<file path="src/hw/rtl/u8fd_pkg.sv">
// Shared types and constants for the filtering UTF-8 decoder.
package u8fd_pkg;

   // Smallest lead byte that can start a multi-byte sequence.
   localparam logic [7:0] LEAD_MIN     = 8'hC2;
   // Lead bytes whose second byte must clear a floor to avoid overlong forms.
   localparam logic [7:0] LEAD_3_ZERO  = 8'hE0;
   localparam logic [7:0] LEAD_4_ZERO  = 8'hF0;
   localparam logic [7:0] LEAD_5_ZERO  = 8'hF8;
   localparam logic [7:0] LEAD_6_ZERO  = 8'hFC;
   localparam logic [7:0] SECOND_3_MIN = 8'hA0;
   localparam logic [7:0] SECOND_4_MIN = 8'h90;
   localparam logic [7:0] SECOND_5_MIN = 8'h88;
   localparam logic [7:0] SECOND_6_MIN = 8'h84;
   // First byte value that is never valid as a lead.
   localparam logic [7:0] LEAD_BAD     = 8'hFE;

   localparam int unsigned CODE_W  = 31;
   localparam int unsigned COUNT_W = 32;
   localparam int unsigned LEN_W   = 3;
   // Packed result word: 1 + 31 + 3 + 32 + 32 = 99 bits, padded to 13 bytes.
   localparam int unsigned RSP_RAW_W  = 1 + CODE_W + LEN_W + 2 * COUNT_W;
   localparam int unsigned RSP_DATA_W = ((RSP_RAW_W + 7) / 8) * 8;

   // One decoded result, as it leaves the decode stage.
   typedef struct packed {
      logic               char_valid;
      logic [CODE_W-1:0]  code_point;
      logic [LEN_W-1:0]   char_bytes;
      logic [COUNT_W-1:0] char_count;
      logic [COUNT_W-1:0] kept_bytes;
      logic               end_of_string;
   } result_type;

endpackage

</file>
<file path="src/hw/rtl/utf8_filtering_decoder.sv">
// Each accepted byte is held in the input register, then decoded into the result register once that is free.
// Throughput: one byte per cycle while rsp_tready is high; one result word for every byte accepted.
// The decode of one byte is a single pass between the input register and the
// result register, with the sequence state updated as the byte moves on.
// Reset (synchronous, active high) empties both registers, clears any open
// sequence and sets both running counts to zero.
module utf8_filtering_decoder
   import u8fd_pkg::*;
(
   input  logic                  clock,
   input  logic                  reset,
   input  logic                  req_tvalid,
   output logic                  req_tready,
   input  logic [7:0]            req_tdata,  // [7:0] data_byte
   input  logic                  req_tlast,  // last_byte
   output logic                  rsp_tvalid,
   input  logic                  rsp_tready,
   // [0] char_valid, [31:1] code_point, [34:32] char_bytes,
   // [66:35] char_count, [98:67] kept_bytes, rest zero
   output logic [RSP_DATA_W-1:0] rsp_tdata,
   output logic                  rsp_tlast   // end_of_string
);

   logic       held_valid;
   logic [7:0] held_byte;
   logic       held_last;
   logic       out_free;
   logic       step;
   result_type dec_result;
   result_type out_result;

   // A held byte is decoded when the result register can take its word.
   assign step = held_valid && out_free;

   u8fd_in_reg u_in_reg (
      .clock      (clock),
      .reset      (reset),
      .in_valid   (req_tvalid),
      .in_ready   (req_tready),
      .in_byte    (req_tdata),
      .in_last    (req_tlast),
      .take       (step),
      .held_valid (held_valid),
      .held_byte  (held_byte),
      .held_last  (held_last)
   );

   u8fd_decode u_decode (
      .clock     (clock),
      .reset     (reset),
      .step      (step),
      .data_byte (held_byte),
      .last_byte (held_last),
      .result    (dec_result)
   );

   u8fd_out_reg u_out_reg (
      .clock      (clock),
      .reset      (reset),
      .load       (step),
      .free       (out_free),
      .result     (dec_result),
      .out_valid  (rsp_tvalid),
      .out_ready  (rsp_tready),
      .out_result (out_result)
   );

   // Pack the result word, first field in the lowest bits.
   assign rsp_tdata = RSP_DATA_W'({out_result.kept_bytes,
                                   out_result.char_count,
                                   out_result.char_bytes,
                                   out_result.code_point,
                                   out_result.char_valid});
   assign rsp_tlast = out_result.end_of_string;

endmodule

</file>
<file path="src/hw/rtl/u8fd_in_reg.sv">
// Input register stage holding one received byte until decode takes it.
module u8fd_in_reg
   import u8fd_pkg::*;
(
   input  logic       clock,
   input  logic       reset,
   input  logic       in_valid,
   output logic       in_ready,
   input  logic [7:0] in_byte,
   input  logic       in_last,
   input  logic       take,
   output logic       held_valid,
   output logic [7:0] held_byte,
   output logic       held_last
);

   logic       valid_ff, valid_in;
   logic [7:0] byte_ff;
   logic       last_ff;

   // A new word may enter when the stage is empty or is emptied this cycle.
   assign in_ready = !valid_ff || take;
   assign valid_in = in_valid ? 1'b1 : (valid_ff && !take);

   always_ff @(posedge clock) begin
      if (reset) begin
         valid_ff <= 1'b0;
      end else begin
         valid_ff <= valid_in;
      end
   end

   // Payload is captured on acceptance only.
   always_ff @(posedge clock) begin
      if (in_valid && in_ready) begin
         byte_ff <= in_byte;
         last_ff <= in_last;
      end
   end

   assign held_valid = valid_ff;
   assign held_byte  = byte_ff;
   assign held_last  = last_ff;

endmodule

</file>
<file path="src/hw/rtl/u8fd_decode.sv">
// Sequence state, counters and the single-pass decode of one byte.
module u8fd_decode
   import u8fd_pkg::*;
(
   input  logic       clock,
   input  logic       reset,
   input  logic       step,
   input  logic [7:0] data_byte,
   input  logic       last_byte,
   output result_type result
);

   logic [7:0]         lead_ff, lead_in;
   logic [LEN_W-1:0]   expected_ff, expected_in;
   logic [LEN_W-1:0]   seen_ff, seen_in;
   logic [CODE_W-1:0]  partial_ff, partial_in;
   logic [COUNT_W-1:0] chars_ff, chars_in;
   logic [COUNT_W-1:0] bytes_ff, bytes_in;

   logic               is_cont;
   logic               overlong;
   logic               taken;
   logic [LEN_W-1:0]   seen_inc;
   logic [CODE_W-1:0]  code_shifted;
   logic [LEN_W-1:0]   lead_len;
   logic [CODE_W-1:0]  lead_bits;
   logic               char_valid;
   logic [CODE_W-1:0]  code;
   logic [LEN_W-1:0]   nbytes;
   logic [COUNT_W:0]   bytes_sum;

   // Continuation test and the overlong check on the second byte.
   always_comb begin
      is_cont  = (data_byte[7:6] == 2'b10);
      overlong = (seen_ff == LEN_W'(1)) &&
                 (((lead_ff == LEAD_3_ZERO) && (data_byte < SECOND_3_MIN)) ||
                  ((lead_ff == LEAD_4_ZERO) && (data_byte < SECOND_4_MIN)) ||
                  ((lead_ff == LEAD_5_ZERO) && (data_byte < SECOND_5_MIN)) ||
                  ((lead_ff == LEAD_6_ZERO) && (data_byte < SECOND_6_MIN)));
      taken        = (expected_ff != '0) && is_cont && !overlong;
      seen_inc     = seen_ff + LEN_W'(1);
      code_shifted = {partial_ff[CODE_W-7:0], data_byte[5:0]};
   end

   // Classify the byte as a possible lead.
   always_comb begin
      lead_len  = '0;
      lead_bits = '0;
      if (data_byte >= LEAD_MIN && data_byte < LEAD_3_ZERO) begin
         lead_len  = LEN_W'(2);
         lead_bits = CODE_W'(data_byte[4:0]);
      end else if (data_byte >= LEAD_3_ZERO && data_byte < LEAD_4_ZERO) begin
         lead_len  = LEN_W'(3);
         lead_bits = CODE_W'(data_byte[3:0]);
      end else if (data_byte >= LEAD_4_ZERO && data_byte < LEAD_5_ZERO) begin
         lead_len  = LEN_W'(4);
         lead_bits = CODE_W'(data_byte[2:0]);
      end else if (data_byte >= LEAD_5_ZERO && data_byte < LEAD_6_ZERO) begin
         lead_len  = LEN_W'(5);
         lead_bits = CODE_W'(data_byte[1:0]);
      end else if (data_byte >= LEAD_6_ZERO && data_byte < LEAD_BAD) begin
         lead_len  = LEN_W'(6);
         lead_bits = CODE_W'(data_byte[0]);
      end
   end

   // Next sequence state and the character completed by this byte.
   always_comb begin
      lead_in     = lead_ff;
      expected_in = expected_ff;
      seen_in     = seen_ff;
      partial_in  = partial_ff;
      char_valid  = 1'b0;
      code        = '0;
      nbytes      = '0;
      if (taken) begin
         if (seen_inc >= expected_ff) begin
            char_valid  = 1'b1;
            code        = code_shifted;
            nbytes      = expected_ff;
            expected_in = '0;
            seen_in     = '0;
            partial_in  = '0;
         end else begin
            seen_in    = seen_inc;
            partial_in = code_shifted;
         end
      end else begin
         // A broken sequence is dropped and the byte is tried as a new start.
         expected_in = '0;
         seen_in     = '0;
         partial_in  = '0;
         if (!data_byte[7]) begin
            char_valid = 1'b1;
            code       = CODE_W'(data_byte);
            nbytes     = LEN_W'(1);
         end else if (lead_len != '0) begin
            lead_in     = data_byte;
            expected_in = lead_len;
            seen_in     = LEN_W'(1);
            partial_in  = lead_bits;
         end
      end
      // A sequence still open at the end of the string is discarded.
      if (last_byte && expected_in != '0) begin
         expected_in = '0;
         seen_in     = '0;
         partial_in  = '0;
      end
   end

   // Saturating counters.
   always_comb begin
      chars_in  = chars_ff;
      bytes_in  = bytes_ff;
      bytes_sum = {1'b0, bytes_ff} + (COUNT_W+1)'(nbytes);
      if (char_valid) begin
         if (chars_ff != '1) begin
            chars_in = chars_ff + COUNT_W'(1);
         end
         bytes_in = bytes_sum[COUNT_W] ? '1 : bytes_sum[COUNT_W-1:0];
      end
   end

   always_ff @(posedge clock) begin
      if (reset) begin
         lead_ff     <= '0;
         expected_ff <= '0;
         seen_ff     <= '0;
         partial_ff  <= '0;
         chars_ff    <= '0;
         bytes_ff    <= '0;
      end else if (step) begin
         lead_ff     <= lead_in;
         expected_ff <= expected_in;
         seen_ff     <= seen_in;
         partial_ff  <= partial_in;
         chars_ff    <= chars_in;
         bytes_ff    <= bytes_in;
      end
   end

   always_comb begin
      result.char_valid    = char_valid;
      result.code_point    = code;
      result.char_bytes    = nbytes;
      result.char_count    = chars_in;
      result.kept_bytes    = bytes_in;
      result.end_of_string = last_byte;
   end

endmodule

</file>
<file path="src/hw/rtl/u8fd_out_reg.sv">
// Result register holding one decoded word until the sink takes it.
module u8fd_out_reg
   import u8fd_pkg::*;
(
   input  logic       clock,
   input  logic       reset,
   input  logic       load,
   output logic       free,
   input  result_type result,
   output logic       out_valid,
   input  logic       out_ready,
   output result_type out_result
);

   logic       valid_ff, valid_in;
   result_type result_ff;

   // The register can load when it is empty or its word leaves this cycle.
   assign free     = !valid_ff || out_ready;
   assign valid_in = load ? 1'b1 : (valid_ff && !out_ready);

   always_ff @(posedge clock) begin
      if (reset) begin
         valid_ff <= 1'b0;
      end else begin
         valid_ff <= valid_in;
      end
   end

   always_ff @(posedge clock) begin
      if (load) begin
         result_ff <= result;
      end
   end

   assign out_valid  = valid_ff;
   assign out_result = result_ff;

endmodule
</file>
<file path="config.mk">
export PLATFORM = sky130hd
export DESIGN_NAME = utf8_filtering_decoder
export DESIGN_NICKNAME = d
export VERILOG_FILES = /design/src/hw/rtl/u8fd_pkg.sv /design/src/hw/rtl/utf8_filtering_decoder.sv /design/src/hw/rtl/u8fd_in_reg.sv /design/src/hw/rtl/u8fd_decode.sv /design/src/hw/rtl/u8fd_out_reg.sv
export SDC_FILE = /design/constraint.sdc
export NUM_CORES = 1
export LEC_CHECK = 0
export ABC_CLOCK_PERIOD_IN_PS = 10950
export BUFFER_PORTS_ARGS = -buffer_cell sky130_fd_sc_hd__clkbuf_2
export CORE_ASPECT_RATIO = 0.6
export CORE_MARGIN = 4
export CORE_UTILIZATION = 39
export CTS_CLUSTER_SIZE = 28
export DETAILED_ROUTE_END_ITERATION = 10
export SLEW_MARGIN = 5
export SYNTH_ARGS = -nofsm -noshare
export SYNTH_HDL_FRONTEND = slang
export SYNTH_SLANG_ARGS = --single-unit
</file>
<file path="constraint.sdc">
create_clock -name clock -period 10.95 [get_ports clock]
set_input_delay 2.19 -clock clock [delete_from_list [all_inputs] [get_ports clock]]
set_output_delay 2.19 -clock clock [all_outputs]
set_load 0.02 [all_outputs]
</file>
-- Yosys cells after proc, flatten, opt, wreduce, memory -nomap -nowiden
Cells that the tools add are included.
- add/subtract/negate cells: 3
- order comparisons: 15
- equal/unequal tests: 7
- mux-type cells: 40
- bitwise operators: 1
- reductions and logical operators: 31
- operators by type and width (kind ; count):
    $mux W25 ; 8
    $mux W32 ; 4
    $lt A8 B8 Y1 const B ; 9
    $mux W31 ; 2
    $mux W3 ; 16
    $ge A8 B8 Y1 const B ; 5
    $add A32 B3 Y33 ; 1
    $add A32 B1 Y32 const B ; 1
    $eq A8 B8 Y1 const B ; 4
    $ne A32 B32 Y1 const B ; 1
    $logic_and A1 B1 Y1 ; 17
    $reduce_bool A3 Y1 ; 3
    $mux W1 ; 8
    $mux W7 ; 1
    $logic_not A1 Y1 ; 5
    $logic_or A1 B1 Y1 ; 5
    $reduce_and A4 Y1 ; 1
    $add A3 B1 Y3 const B ; 1
    $eq A3 B1 Y1 const B ; 1
    $ge A3 B3 Y1 ; 1
    $eq A2 B2 Y1 const B ; 1
    $mux W2 ; 1
    $not A1 Y1 ; 1
- bits in registers: 214
- input bits: 13
- output and inout bits: 107
- word-level logic and storage cells: 113

-- Depth between registers and ports, before layout
Gate-level depths: netlist of the first run.
- word-level depth: 14
- depth in mapped cells: 20

-- By module
Synthesis of the first run repeated with hierarchy kept, for this count alone.
- cells, all modules: 922
- area, all modules: 9740.6 sq um
- modules (own cells, without submodules) (module ; times used ; cells each ; area an instance (sq um)):
    u8fd_decode ; 1 ; 797 ; 6318.6
    u8fd_out_reg ; 1 ; 104 ; 3049.2
    u8fd_in_reg ; 1 ; 14 ; 325.3
    utf8_filtering_decoder ; 1 ; 7 ; 47.5

-- Worst setup path before layout of the first run
Ideal clock, no wire load.
- kind: input-to-reg
- from: input rsp_tready
- to: register u_decode.bytes_ff[5]
- arrival: 6407 ps
- data required time: 10871 ps
- setup slack: 4464 ps
- cell stages on the path: 7
- buffers on the path: 2
- path through: nor2b_1 > nand2b_1 > inv_1 > clkbuf_1 > clkbuf_1 > o21ai_0 > a21oi_1
- cells in the longest elaborated chain, start to end: 2
- ends and longest elaborated chain (what ; RTL line ; RTL):
    start, declared ; utf8_filtering_decoder.sv:17 ; input logic rsp_tready,
    $logic_or A1 B1 Y1 ; u8fd_out_reg.sv:19 ; assign free = !valid_ff || out_ready;
    $logic_and A1 B1 Y1 ; utf8_filtering_decoder.sv:33 ; assign step = held_valid && out_free;
    named net step ; utf8_filtering_decoder.sv:28 ; logic step;
    end signal, assigned ; u8fd_decode.sv:139 ; bytes_ff <= bytes_in;
    end, declared ; u8fd_decode.sv:18 ; logic [COUNT_W-1:0] bytes_ff, bytes_in;
The timed path passes the listed nets, and every way through them passes these cells.
A chain may end at the register's enable or synchronous reset.

==> flow_summary_export.csv, run 1 <==
group,metric,value,unit
cts,clkTransAtPathRegs,0.07,ns
final_layout,area_growth,15.4,%
floorplan,die_w,214,um
setup_path,cp-start-kind,"flop",
power,switching_power,405,uW
hold_path,hp-class,"reg2reg",
grt,grt_max_degree,77,
power,sequentialPowerShare,50.0,%
power,p_leak,0.00431,uW
synth,syn_area,0.00990,mm2
grt,grt.total_usage,17.0,%
placement,dp.cells,1348,
grt,grt_overflow_total,0,
setup_path,critPathMaxFanout,35,
floorplan,io_pins,120,
sta,setup_ws,6.03,ns
synth,ys.warnings.count,0,
synth,synth-seq-cells,214,
detailed_routing,wl_per_cell,17.7,um
synth,async_reset_ff_share,0,%
sta,worst_slew_pin_slew,1.15,ns
hold_path,min_path_cells,2,
cts,clock_path_buffers,3,
setup_path,cp.required,11.19,ns
placement,dp_slack,5.99,ns
cts,cts_tree,"built",
sta,finClkSkew,0.0139,ns
final_layout,most-common-layout-cells,"114 x clkbuf_2, 109 x edfxtp_1, 105 x dfxtp_1",
sta,finalSetupViolations,0,
cts,insertion_delay,0.51,ns
floorplan,core.rowCount,44,
synth,seq_area_frac_synth,54.3,%
cts,clock_sinks,214,
setup_path,rrSetupSlack,6.03,ns
detailed_routing,via_count,7641,
floorplan,dieArea,0.0281,mm2
hold_path,hold-path-endpoint,"u_decode.lead_ff[7]$_SDFFE_PP0P_",
final_layout,fin_area,0.0114,mm2
sta,fin_crit_sh,44.9,%
grt,grt_pass1_vias,6911,
outcome,status,"finished clean",
sta,slew_headroom,23.5,%
grt,antenna_found_initial,0,
power,internal-power,1350,uW
final_layout,final_cells,1387,
setup_path,r2r_cells,17,
setup_path,r2r-end,"u_out_reg.out_result[26]$_DFFE_PP_",
setup_path,arrival,5.16,ns
detailed_routing,viasPerCell,5.51,
sta,rsz0062_at_grt,"no",
job,cap_viol_max_count,0,
sta,fin_setup_tns,0,ns
placement,hpwlAfterDp,16.2,mm
detailed_routing,first_pass_iters,5,
final_layout,fin_nets,1073,
final_layout,drive_gt1_share,17.4,%
setup_path,worst_setup_path_end_kind,"flop",
cts,numCtsBuffers,22,
placement,numPortBuffers,114,
synth,syn_inst,965,
synth,synth_edf_count,109,
power,p_comb_share,5.5,%
final_layout,final_common_cell,"clkbuf_2",
placement,place_congestion,0.849,
hold_path,hp-start,"u_decode.lead_ff[7]$_SDFFE_PP0P_",
detailed_routing,drt_iter0_markers,617,
synth,synthFlopType,"edfxtp_1",
cts,cts-root-buf,"clkbuf_16",
floorplan,initial_core_util,40.3,%
floorplan,die_h,131,um
detailed_routing,post-route-drc-count,0,
cts,h-tree-depth,1,
placement,dpl_cell_area,0.0107,mm2
sta,min_period,4.92,ns
power,p_sw_share,23.1,%
power,ir_drop,0.0944,mV
detailed_routing,ant_nets,0,
power,clkPwrFrac,44.5,%
setup_path,crit_type,"reg2reg",
cts,postCtsSetupBuffers,0,
power,power_density,153,mW/mm2
grt,grt_pass1_wl,39.1,mm
cts,hold_buffers,0,
final_layout,num_antenna_cells,0,
detailed_routing,wl,24.6,mm
sta,hold_violations,0,
setup_path,r2r_start,"u_decode.seen_ff[0]$_SDFFE_PP0P_",
sta,finalMaxSlewViolations,0,
synth,ys_types,65,
sta,fmax,0.203,GHz
cts,post_cts_resized,0,
synth,avgSynthCellArea,10.3,um2
floorplan,fp.coreArea,0.0246,mm2
[registers in the layout (all words and copies together) (netlist names)]
name,cells
u_out_reg.out_result,100
u_decode.chars_ff,32
u_in_reg.held_byte,8
u_decode.expected_ff,3
u_in_reg.held_last,1
u_decode.partial_ff,25
u_decode.bytes_ff,32
u_decode.lead_ff,8
u_in_reg.held_valid,1
u_decode.seen_ff,3
u_out_reg.out_valid,1
[final cells by class]
class                           count  area [um2]
Fill cell                        2303       13100
Sequential cell                   214        5380
Multi-Input combinational cell    671        4190
Timing Repair Buffer              123         638
Clock buffer                       27         633
Tap cell                          322         403
Clock inverter                     12         116
Inverter                           18        72.6
[metal layers]
layer  GRT usage (%)  routed length (um)
met5               0                   0
met4            3.02                 389
met3            3.14                1470
met2            23.5               10100
met1            27.5               12600
[worst max-delay path: stages, from the launching register on]
cell      delay (ns)
dfxtp_1         0.35
ha_1            0.22
nor2b_1         0.13
or2_2           0.27
ha_1            0.29
a21o_1          0.16
a31oi_1         0.38
and3b_1         0.50
nand2_1         0.17
nand2_1         0.08
ha_1            0.24
fa_1            0.43
a21oi_1         0.42
or3_1           0.22
nand4b_1        0.12
buf_4           0.35
and4_1          0.24
a21oi_1         0.06
[worst max path at each step]
stage	startpoint	endpoint	slack, ns	depth (start not counted)
after global placement	rsp_tready	u_decode.bytes_ff[25]$_SDFFE_PP0P_	6.03	10
final	u_decode.seen_ff[0]$_SDFFE_PP0P_	u_out_reg.out_result[26]$_DFFE_PP_	6.03	17
after detailed placement	rsp_tready	u_decode.bytes_ff[25]$_SDFFE_PP0P_	5.99	10
after floorplan	rsp_tready	u_decode.bytes_ff[5]$_SDFFE_PP0P_	4.46	7
after CTS	u_decode.seen_ff[0]$_SDFFE_PP0P_	u_out_reg.out_result[26]$_DFFE_PP_	6.04	17
after global routing	u_decode.seen_ff[0]$_SDFFE_PP0P_	u_out_reg.out_result[26]$_DFFE_PP_	5.65	17
[per-stage QoR]
| stage | util [%] | power (uW) | hold slack, ns |
|---|---|---|---|
| 6_report | 46.5 | 1750 | 0.451 |
| 2_1_floorplan | - | 958 | 0.421 |
| 3_3_place_gp | 43.5 | 991 | 0.436 |
| 5_1_grt | 46.5 | 1820 | 0.469 |
| 3_5_place_dp | 43.5 | 991 | 0.436 |
| 4_1_cts | 46.5 | 1770 | 0.449 |
[power by group through the flow]
stage	Sequential (uW)	Combinational, uW	Clock, uW
after floorplan	914	44.2	0
after global placement	894	97.1	0
after detailed placement	894	97.4	0
after CTS	877	97.7	799
after global routing	879	105	835
final	876	96.4	779
[kinds of logic after synthesis]
group	count (synthesis)	share of synthesized area, %
flip-flops	214	54.3
buffers and inverters	84	3.58
multiplexers	20	2.15
adder cells (fa/ha/maj)	10	1.34
AND/OR/NAND/NOR	420	23.0
other	1	0.0379
AO/OA/AOI/OAI	164	11.0
XOR/XNOR	52	4.60
[Yosys cell counts, types with 5 or more instances]
library cell	instances	area (um2)
a21oi_1	52	260
a22o_1	23	201
a31oi_1	10	62.6
and2_1	31	194
and3_1	26	163
and4_1	12	105
buf_1	7	26.3
buf_2	10	50.1
buf_4	5	37.5
clkbuf_1	43	161
dfxtp_1	105	2100
edfxtp_1	109	3270
ha_1	9	113
inv_1	18	67.6
mux2_2	9	101
mux2i_1	10	100
nand2_1	81	304
nand3_1	35	175
nand4_1	27	169
nor2_1	66	248
nor2b_1	15	93.8
nor3_1	49	245
nor4_1	25	156
nor4b_1	5	43.8
o21ai_0	28	140
o31ai_1	14	105
or3_1	10	62.6
or4_1	17	128
xnor2_1	25	219
xor2_1	27	236
Note: power is estimated with default switching activity, not from simulation.
==> run 2: changes to the inputs <==
--- a/config.mk
+++ b/config.mk
@@ -5,7 +5,8 @@
 export SDC_FILE = /design/constraint.sdc
 export NUM_CORES = 1
 export LEC_CHECK = 0
-export ABC_CLOCK_PERIOD_IN_PS = 10950
+export ABC_AREA = 1
+export ABC_CLOCK_PERIOD_IN_PS = 4000
 export BUFFER_PORTS_ARGS = -buffer_cell sky130_fd_sc_hd__clkbuf_2
 export CORE_ASPECT_RATIO = 0.6
 export CORE_MARGIN = 4
==> constraint.sdc (replaced) <==
create_clock -name clock -period 4 [get_ports clock]
set_input_delay 0.8 -clock clock [delete_from_list [all_inputs] [get_ports clock]]
set_output_delay 0.8 -clock clock [all_outputs]
set_load 0.02 [all_outputs]
==> run 2 against run 1 <==
  * Clock-buffer cell count is 3 higher
  * Largest power group unchanged
  * Worst setup slack worse by 5.8 ns
  * Power grew to 3.0 times the previous value
  * Fmax is 31% higher
  * Cell count is 28% higher
  * Register-to-register slack worse by 5.8 ns
  * Global-route usage is 1.3 points higher
  * Die area is 6.4% higher
  * Via count is 14% higher
==> flow_summary_export.csv, run 2 <==
group,metric,value,unit
outcome,status,"finished clean",
synth,ys_types,41,
sta,whs,0.448,ns
placement,numPortBuffers,114,
placement,dpl_cell_area,0.0114,mm2
placement,hpwlAfterDp,19.6,mm
synth,synthTopCellsByArea,"edfxtp_1 31%, dfxtp_1 20%, nand2_1 7.5%",
final_layout,most-common-layout-cells,"208 x nand2_1, 196 x inv_1, 126 x nor2_1",
detailed_routing,wl,27.8,mm
floorplan,io_pins,120,
final_layout,area_growth,16.7,%
detailed_routing,via_count,8746,
hold_path,hp-class,"in2reg",
synth,ys.warnings.count,0,
floorplan,dieArea,0.0299,mm2
setup_path,cpMostUsedCell,"inv_1",
sta,hold_violations,0,
power,power_density,430,mW/mm2
cts,clkTransAtPathRegs,0.06,ns
setup_path,worst_setup_path_end_kind,"flop",
grt,antenna_found_initial,0,
setup_path,cp-start-kind,"flop",
detailed_routing,viasPerCell,4.94,
final_layout,final_common_cell,"nand2_1",
grt,grt_pass1_wl,43.6,mm
setup_path,cp_slowest_cell,"dfxtp_2",
hold_path,min_path_cells,1,
synth,synth_commonest_cells,"210 x nand2_1, 198 x inv_1, 126 x nor2_1, 113 x o21ai_0, 109 x edfxtp_1",
cts,clock_sinks,214,
setup_path,slowest_delay,0.36,ns
setup_path,rrSetupSlack,0.24,ns
synth,syn_inst,1291,
setup_path,cp_cell_sequence,"inv_1 -> ha_1 -> inv_1 -> ha_1 -> nand3_1 -> nand3_2 -> inv_2 -> nor2_4 -> a21oi_1 -> inv_1 -> ha_1 -> fa_2 -> a21oi_1 -> inv_1 -> nand3_1 -> nor2_1 -> nand2_2 -> clkinvlp_4 -> buf_4 -> buf_1 -> o21ai_0 -> o21ai_1 -> o21ai_0 -> inv_1",
setup_path,arrival,4.18,ns
detailed_routing,wl_per_cell,15.7,um
grt,grt.total_usage,18.3,%
power,p_leak,0.00513,uW
final_layout,fin_nets,1416,
sta,finalSetupViolations,0,
sta,worst_slew_pin_slew,0.782,ns
synth,synth_edf_count,109,
setup_path,startpoint,"u_decode.seen_ff[1]$_SDFFE_PP0P_",
setup_path,cp.required,4.42,ns
floorplan,die_w,221,um
setup_path,crit_type,"reg2reg",
synth,synthFlopType,"edfxtp_1",
cts,insertion_delay,0.53,ns
synth,seq_area_frac_synth,50.9,%
cts,numCtsBuffers,22,
sta,fmax,0.266,GHz
setup_path,critPathMaxFanout,6,
sta,slew_headroom,47.6,%
synth,avgSynthCellArea,8.19,um2
grt,grt_max_degree,75,
detailed_routing,first_pass_iters,6,
cts,cts_tree,"built",
sta,fin_crit_sh,94.1,%
sta,finalMaxSlewViolations,0,
final_layout,regArea,0.00538,mm2
setup_path,r2r_cells,24,
floorplan,initial_core_util,39.8,%
floorplan,fp.coreArea,0.0265,mm2
cts,h-tree-depth,1,
setup_path,endpoint,"u_decode.bytes_ff[16]$_SDFFE_PP0P_",
final_layout,largest_register_ffs,100,
final_layout,multi_input_area,0.00420,mm2
synth,synth-seq-cells,214,
sta,finClkSkew,0.0224,ns
grt,grt_pass1_vias,7849,
cts,cts-root-buf,"clkbuf_16",
synth,yosysTopAreaCell,"edfxtp_1",
sta,min_period,3.76,ns
setup_path,r2r-end,"u_decode.bytes_ff[16]$_SDFFE_PP0P_",
power,ir_drop,0.224,mV
final_layout,fin_area,0.0123,mm2
placement,place_congestion,0.928,
floorplan,die_h,136,um
synth,async_reset_ff_share,0,%
synth,syn_area,0.0106,mm2
final_layout,n_fill_cell,2652,
setup_path,r2r_start,"u_decode.seen_ff[1]$_SDFFE_PP0P_",
floorplan,core.rowCount,46,
detailed_routing,ant_nets,0,
synth,synth_most_common_cell,"nand2_1",
final_layout,num_antenna_cells,0,
synth,synthDominantCellAreaShare,31.0,%
detailed_routing,drt_iter0_markers,758,
job,cap_viol_max_count,0,
grt,grt_overflow_total,0,
cts,hold_buffers,0,
detailed_routing,post-route-drc-count,0,
cts,clock_path_buffers,3,
final_layout,drive_gt1_share,15.0,%
run 2: area by class of cell:
| class | count | share of cell area, % |
|---|---|---|
| Sequential cell | 214 | 43.6 |
| Multi-Input combinational cell | 819 | 34.0 |
| Inverter | 200 | 6.14 |
| Timing Repair Buffer | 136 | 6.09 |
| Clock buffer | 30 | 5.04 |
| Tap cell | 360 | 3.65 |
| Clock inverter | 10 | 1.41 |
run 2: how the worst min path moves through the flow:
stage	endpoint	slack, ns	startpoint
after floorplan	u_decode.lead_ff[7]$_SDFFE_PP0P_	0.44	u_decode.lead_ff[7]$_SDFFE_PP0P_
final	u_in_reg.held_byte[4]$_DFFE_PP_	0.45	req_tdata[4]
after CTS	u_in_reg.held_byte[4]$_DFFE_PP_	0.43	req_tdata[4]
after global routing	u_in_reg.held_byte[4]$_DFFE_PP_	0.43	req_tdata[4]
after global placement	u_decode.lead_ff[6]$_SDFFE_PP0P_	0.45	u_decode.lead_ff[6]$_SDFFE_PP0P_
after detailed placement	u_decode.partial_ff[24]$_SDFFE_PP0P_	0.46	u_decode.partial_ff[24]$_SDFFE_PP0P_
run 2: per-layer routing:
| metal | share of wire, % | vias up | wire length [um] | track usage (%) |
|---|---|---|---|---|
| met5 | 0 | - | 0 | 0 |
| met4 | 1.6 | 0 | 433 | 3.36 |
| met3 | 6.3 | 28 | 1750 | 3.65 |
| met2 | 39 | 242 | 10900 | 24.7 |
| met1 | 53 | 4035 | 14700 | 29.8 |
| li1 | - | 4441 | - | - |
run 2: critical path: cells and delay by family (launching register included):
kind                     cells  cell delay (ns)
buffers and inverters        9             0.91
adder cells (fa/ha/maj)      4             1.11
AND/OR/NAND/NOR              6             0.56
AO/OA/AOI/OAI                5             0.72
flip-flops                   1             0.36
run 2: logic make-up after synthesis:
family                   after synthesis  share of synthesized area (%)
AO/OA/AOI/OAI                        274                           13.9
XOR/XNOR                              51                           4.23
adder cells (fa/ha/maj)               10                           1.25
buffers and inverters                262                           10.3
flip-flops                           214                           50.9
other                                  1                         0.0355
AND/OR/NAND/NOR                      479                           19.5
run 2: timing repair:
action                                  4_1_cts  5_1_grt
gates resized for setup                       2       23
buffers inserted                              2        1
endpoints found under the setup margin        2       60
run 2: stage by stage:
step / std cells / TNS, ns / total power, uW / util, % / worst slack (ns)
2_1_floorplan: 1295 / 0 / 2900 / - / 0.101
3_3_place_gp: 1726 / 0 / 3050 / 43.1 / 0.191
3_5_place_dp: 1726 / 0 / 3060 / 43.1 / 0.0103
4_1_cts: 1768 / 0 / 5360 / 46.2 / 0.0466
5_1_grt: 1769 / -0.0421 / 5510 / 46.5 / -0.0116
6_report: 1769 / 0 / 5300 / 46.5 / 0.235
run 2: where the power goes:
part           leakage, uW  internal, uW  switching (uW)  total (uW)
Clock             0.000383          1410             873        2280
Sequential         0.00191          2430            83.5        2510
Combinational      0.00284           148             355         504
Total              0.00513          3980            1310        5300
